===== src/sv/probabilistic_set_cover_gain_assert.svh =====
// Assertion helpers for the probabilistic_set_cover_gain RTL.
`ifndef PROBABILISTIC_SET_COVER_GAIN_ASSERT_SVH
`define PROBABILISTIC_SET_COVER_GAIN_ASSERT_SVH

// Same-cycle implication, off while reset is high.
`define PSCG_ASSERT_IMP(label, clk, rst, pre, post) \
   label: assert property (@(posedge clk) disable iff (rst) (pre) |-> (post)) \
      else $error("pscg assertion failed");

// Next-cycle implication, off while reset is high.
`define PSCG_ASSERT_NEXT(label, clk, rst, pre, post) \
   label: assert property (@(posedge clk) disable iff (rst) (pre) |=> (post)) \
      else $error("pscg assertion failed");

`endif


===== src/sv/pscg_pkg.sv =====
`timescale 1ns / 1ps

package pscg_pkg;

   localparam int DEF_MAX_ITEMS    = 256;
   localparam int DEF_MAX_CONCEPTS = 64;

   localparam int RESULT_W = 38;
   localparam int ACTIVE_W = 7;
   localparam int CSR_W    = 7;

   localparam logic [16:0] ONE_Q16 = 17'h10000;

   localparam logic [2:0] OP_LOAD_PROB   = 3'd0;
   localparam logic [2:0] OP_LOAD_WEIGHT = 3'd1;
   localparam logic [2:0] OP_GAIN        = 3'd2;
   localparam logic [2:0] OP_ADD         = 3'd3;
   localparam logic [2:0] OP_EVAL        = 3'd4;
   localparam logic [2:0] OP_CLEAR       = 3'd5;

   localparam logic CSR_ACTIVE = 1'b0;
   localparam logic CSR_CHECK  = 1'b1;

   typedef struct packed {
      logic [2:0]  op;
      logic [7:0]  item;
      logic [5:0]  concept;
      logic [15:0] value;
   } req_type;

   typedef struct packed {
      logic [RESULT_W-1:0] result_value;
      logic                already_selected;
   } rsp_type;

   typedef enum logic [1:0] {
      MUL_WU  = 2'd0,   // weight * uncovered
      MUL_WUP = 2'd1,   // (weight * uncovered) * prob
      MUL_UK  = 2'd2,   // uncovered * (1 - prob)
      MUL_WE  = 2'd3    // weight * (1 - uncovered)
   } mul_sel_type;

   typedef struct packed {
      mul_sel_type mul_sel;
      logic        acc_clr;
      logic        acc_en;
      logic        acc_shift;
   } mac_ctrl_type;

endpackage


===== src/sv/pscg_mac.sv =====
`timescale 1ns / 1ps

module pscg_mac
   import pscg_pkg::*;
(
   input  logic                clock,
   input  mac_ctrl_type        ctrl,
   input  logic [15:0]         weight,
   input  logic [16:0]         uncov,
   input  logic [15:0]         prob,
   output logic [16:0]         uncov_next,
   output logic [RESULT_W-1:0] acc
);

   logic [32:0]         mul_a;
   logic [16:0]         mul_b;
   logic [49:0]         mul_full;
   logic [48:0]         prod_ff, prod_in;
   logic [32:0]         term;
   logic [RESULT_W-1:0] acc_ff, acc_in;

   always_comb begin
      case (ctrl.mul_sel)
         MUL_WU: begin
            mul_a = {17'b0, weight};
            mul_b = uncov;
         end
         MUL_WUP: begin
            mul_a = prod_ff[32:0];
            mul_b = {1'b0, prob};
         end
         MUL_UK: begin
            mul_a = {16'b0, uncov};
            mul_b = ONE_Q16 - {1'b0, prob};
         end
         MUL_WE: begin
            mul_a = {17'b0, weight};
            mul_b = ONE_Q16 - uncov;
         end
         default: begin
            mul_a = '0;
            mul_b = '0;
         end
      endcase
   end

   assign mul_full = {17'b0, mul_a} * {33'b0, mul_b};
   assign prod_in  = mul_full[48:0];

   // gain terms drop 16 fraction bits, evaluate terms are already Q.16
   assign term = ctrl.acc_shift ? prod_ff[48:16] : prod_ff[32:0];

   always_comb begin
      if (ctrl.acc_clr) begin
         acc_in = '0;
      end else if (ctrl.acc_en) begin
         acc_in = acc_ff + {{(RESULT_W - 33){1'b0}}, term};
      end else begin
         acc_in = acc_ff;
      end
   end

   always_ff @(posedge clock) begin
      prod_ff <= prod_in;
      acc_ff  <= acc_in;
   end

   assign uncov_next = prod_ff[32:16];
   assign acc        = acc_ff;

endmodule


===== config.mk =====
export PLATFORM = sky130hd
export DESIGN_NAME = pscg_mac
export DESIGN_NICKNAME = d
export VERILOG_FILES = /design/src/sv/probabilistic_set_cover_gain_assert.svh /design/src/sv/pscg_pkg.sv /design/src/sv/pscg_mac.sv
export SDC_FILE = /design/constraint.sdc
export NUM_CORES = 2
export LEC_CHECK = 0
export ABC_AREA = 1
export BUFFER_PORTS_ARGS = -buffer_cell sky130_fd_sc_hd__buf_2
export CAP_MARGIN = 20
export CORE_MARGIN = 1
export CORE_UTILIZATION = 45
export CTS_BUF_LIST = sky130_fd_sc_hd__clkbuf_16
export CTS_CLUSTER_SIZE = 40
export DETAILED_ROUTE_END_ITERATION = 12
export GPL_TIMING_DRIVEN = 0
export PLACE_DENSITY_LB_ADDON = 0.2
export SLEW_MARGIN = 20
export SYNTH_ARGS = -nofsm -noshare
export SYNTH_HDL_FRONTEND = slang
export SYNTH_SLANG_ARGS = --single-unit

===== constraint.sdc =====
create_clock -name clock -period 18.8 [get_ports clock]
set_clock_uncertainty 0.15 [all_clocks]
set_input_delay 3.76 -clock clock [delete_from_list [all_inputs] [get_ports clock]]
set_output_delay 3.76 -clock clock [all_outputs]
set_load 0.02 [all_outputs]

# --- Word-level counts from Yosys, hierarchy flattened ---
# Index checks and enable logic that the tools add are counted.
classes:
  add_sub_neg: 3
  mul: 1
  n_eq_ne: 3
  mux: 3
  n_reduce_logical: 2
op_table:
  columns: ["cell", "n"]
  rows:
  - ["33-bit one-hot mux with 3 select lines", 1]
  - ["17-bit one-hot mux with 4 select lines", 1]
  - ["33-bit by 17-bit multiplier with 49-bit output", 1]
  - ["38-bit by 33-bit adder with 38-bit output", 1]
  - ["33-bit 2-to-1 mux", 1]
  - ["17-bit by 16-bit subtractor with 17-bit output, first input constant", 1]
  - ["17-bit subtractor, first input constant", 1]
  - ["2-bit == test, second input constant", 2]
  - ["2-bit by 1-bit == test with 1-bit output, second input constant", 1]
  - ["2-bit logical NOT", 1]
  - ["2-bit OR reduction", 1]
totals:
  register_bits: 87
  input_bits: 55
  output_inout_bits: 55

# --- Longest topological paths before layout ---
depth:
  depth_word: 4
  mapped_depth: 41
  mapped_depth_nobuf: 39

# --- Worst setup path after synthesis ---
# Ideal clock, no wire load.
synth_path:
  path_type: "in2reg"
  start: "input port ctrl[3] in the netlist's numbering"
  end: "register prod_ff[34]"
  setup_time_ps: 112
  arrival_time_ps: 10261
  slack_ps: 8277
  path_stages: 36
  path_buffers: 3
  cell_sequence: "ha_1 inv_2 buf_6 nand2_1 o21ai_4 ha_1 nand3_2 nor2_8 nor2_1 o21ai_1 o21ai_2 inv_2 buf_4 buf_4 nand2_1 fa_1 inv_1 fa_1 inv_1 fa_1 inv_1 fa_1 fa_1 inv_1 fa_1 inv_1 ha_1 nand2_1 nor2_1 inv_1 nor3_1 nor2_1 o21ai_0 nand3_1 nand3_1 nand2_1"
synth_between:
  elab_chain_cells: 4
synth_lines:
  columns: ["item", "line_no", "source"]
  rows:
  - ["from (decl)", "pscg_mac.sv:7", "input mac_ctrl_type ctrl,"]
  - ["2-bit == test or 2-bit logical NOT (tied branches)", "pscg_mac.sv:23", "case (ctrl.mul_sel)"]
  - ["2-bit OR reduction (no source line)", null, null]
  - ["33-bit one-hot mux with 3 select lines", "pscg_mac.sv:23", null]
  - ["33-bit by 17-bit multiplier with 49-bit output *", "pscg_mac.sv:47", "assign mul_full = {17'b0, mul_a} * {33'b0, mul_b};"]
  - ["named net mul_full[34]", "pscg_mac.sv:17", "logic [49:0] mul_full;"]
  - ["to (signal assigned)", "pscg_mac.sv:64", "prod_ff <= prod_in;"]
  - ["to (decl)", "pscg_mac.sv:18", "logic [48:0] prod_ff, prod_in;"]
# Mark *: on every way through the listed nets, which the timed path passes. The rest lies on a longest branch.
# A chain may end at the register's enable or synchronous reset.

# --- Final worst setup path ---
# Ends and elaborated chain as after synthesis.

==> impl_metrics.toml <==
[logic_synthesis]
ys_async_sr_fraction = 0
synth_edf_count = 0
ys_seq_elements = 87
synthTopCellsByCount = "836 x inv_1, 670 x nand2_1, 464 x fa_1"
netlist_area_sq_mm = 0.02530
yosysMostFrequentCell = "inv_1"
synthFlopType = "dfxtp_1"
syn_nets = 4151
yosys.cell_types.count = 48
avgSynthCellArea_sq_um = 7.285
syn_inst = 3473
yosysWarnings = 0
yosysSeqAreaShare = 0.06884
yosys-top-cells-area = "fa_1 37%, inv_1 12%, nand2_1 9.9%"
yosys.area.top_type = "fa_1"
yosysTopAreaCellShare = 0.3672

[global_routing]
grtUsageMet1 = 0.4390
antenna_found_initial = 3
grtUsageMet3 = 0.06594
grt_start_max_net_pins = 14
grt.overflow.total = 0
grtUsageMet2 = 0.4943
grt_pass1_wl_um = 135900
grt-busiest-layer = "met2"
grt_pass1_vias = 22750
grtUsageTotal = 0.3200

[sta]
hold_viol_final = 0
worst_pin_slew_ns = 1.257
slew_viol_final = 0
rsz0062_at_grt = "false"
setup_tns_ns = 0
setup_viol = 0
timing.slew.headroom = 0.1623
finalCriticalPeriod_ns = 12.00
fin_crit_sh = 0.6383
max_freq_mhz = 83.33

[cells_and_area]
layout-drive-gt1-share = 0.08734
fin_util = 0.4892
syn_to_final_growth_pct = 6.949
finalNetCount = 4269
fin_cells = 4344
postLayoutCellArea_sq_mm = 0.02706
fill_cells = 5775

[cts]
cts_root_buffer = "clkbuf_16"
clk_pin_slew_worst_paths_ns = 0.07
clock_sinks = 87
numCtsBuffers = 9
cts_buffer_depth = 2
ctsHoldBuffers = 0
insertion_delay_ns = 0.36
h-tree-depth = 3
postCtsResizedCells = 0
post-cts-setup-buffer-count = 0
cts_tree = "yes"

[worst_setup_path]
required_ns = 18.88
cp-end-kind = "flop"
critPathKind = "in -> reg"
arrival_ns = 12.08
r2r_start = "prod_ff[11]$_DFF_P_"
path_max_fanout = 10
worstSetupStartpointType = "primary input"
critPathLaunch = "ctrl[3]"

[floorplan]
start_util = 0.4574
boundaryPins = 110
fp.dieH_um = 239.1
dieArea_sq_mm = 0.05717
coreArea_sq_mm = 0.05531
fp.dieW_um = 239.1
rows = 86

[hold_path]
hold_path.startpoint = "acc[37]$_SDFFE_PP0P_"
min_path_type = "reg -> reg"

[placed_design]
dp_cells = 4328
placed_cell_area_sq_mm = 0.02677
port_buffers = 107
place.gp.congestion = 1.003
dp_hpwl_um = 77440

[drt]
routed_wl_um = 89510
wl_per_cell_um = 20.61
num_vias = 23270
drcViolationCount = 0
via_per_inst = 5.356
drtIter0Drc = 2035
firstDrtPassIters = 5
final_antenna_net_count = 0

[outcome]
outcome = "finished, final reports clean"

[flow_run]
cap_violations = 0
-- metrics by stage --
| step | hold WS [ns] | worst slack [ns] |
|---|---|---|
| after CTS | 0.3567 | 6.946 |
| final | 0.3518 | 6.800 |
| after global routing | 0.4065 | 6.420 |
| after floorplan | 0.3901 | 8.277 |
| after global placement | 0.3471 | 6.454 |
| after detailed placement | 0.3429 | 6.576 |
-- flip-flops by register name, indices dropped and copies added, names as in the netlist --
| signal | cells |
|---|---|
| acc | 38 |
| prod_ff | 49 |
-- path summary, 6_finish.rpt --
kind                                to  slack (ns)  cells after the start
setup / recovery   prod_ff[34]$_DFF_P_        6.80                     28
hold / removal    acc[37]$_SDFFE_PP0P_        0.35                      2
setup reg to reg   prod_ff[34]$_DFF_P_       11.06                     23
hold reg to reg   acc[37]$_SDFFE_PP0P_        0.35                      2
-- layout make-up --
cell class | count | area, sq um | area share
multi-input cells | 2406 | 19680 | 0.7272
repair buffers | 107 | 535.5 | 0.01979
plain buffers | 132 | 703.2 | 0.02599
inverters | 848 | 3183 | 0.1176
diodes | 1 | 2.502 | 0.00009249
flip-flops and latches | 87 | 1742 | 0.06437
clock inverters | 6 | 55.05 | 0.002035
clock buffers | 9 | 225.2 | 0.008324
well taps | 748 | 935.9 | 0.03459
-- critical path: stages --
cell	delay, ns
buf_2	0.13
inv_1	0.07
ha_1	0.33
inv_1	0.15
clkbuf_1	0.36
a221oi_1	0.21
a21oi_1	0.79
clkbuf_1	0.65
nand2_1	0.17
fa_1	0.53
fa_1	0.47
fa_1	0.55
inv_1	0.06
fa_1	0.49
fa_1	0.49
inv_1	0.05
fa_1	0.54
inv_1	0.11
ha_1	0.42
nand2_1	0.15
nor2_1	0.16
inv_1	0.09
nor3_1	0.24
nor2_1	0.11
o21ai_0	0.55
nand3_1	0.21
nand3_1	0.12
nand2_1	0.10
-- kinds of logic (layout without fill, tap and decap cells) --
kind of cell,after synthesis,after routing,synth area share
other,0,1,0
adders and majority gates,623,623,0.4458
xor gates and xnor gates,54,54,0.01869
muxes,15,15,0.006676
DFF,87,87,0.06884
AOI/OAI and AO/OA,332,332,0.07404
and+or+nand+nor,1382,1382,0.2323
buffers and inverters,980,1102,0.1536
-- per-layer routing --
layer	share of wire	routed length, um
met4	0.042	3777
met2	0.44	39740
met5	0.00015	13
met1	0.42	37680
met3	0.093	8304
-- layout by cell type, fill, tap and decap left out, drive strengths merged --
master / Yosys / routed
a221oi: 13 / 13
or2: 8 / 8
clkinv: 4 / 6
o21ai: 139 / 139
nand3b: 5 / 5
a31oi: 5 / 5
a21o: 6 / 6
nor3: 18 / 18
and3: 2 / 2
buf: 72 / 179
inv: 844 / 846
dfxtp: 87 / 87
nor3b: 2 / 2
nand4: 15 / 15
o221ai: 3 / 3
o21bai: 11 / 11
xnor2: 13 / 13
mux2: 15 / 15
diode: 0 / 1
a21oi: 140 / 140
bufinv: 0 / 1
ha: 159 / 159
o22ai: 2 / 2
o21a: 6 / 6
fa: 464 / 464
o211ai: 5 / 5
nor2: 431 / 431
nand3: 213 / 213
nand2: 687 / 687
xor2: 41 / 41
clkinvlp: 0 / 1
a22oi: 2 / 2
nor4: 1 / 1
clkbuf: 60 / 69
Power is not shown: default switching activity piles up to over one toggle a cycle in this logic, so the estimate is an artifact.
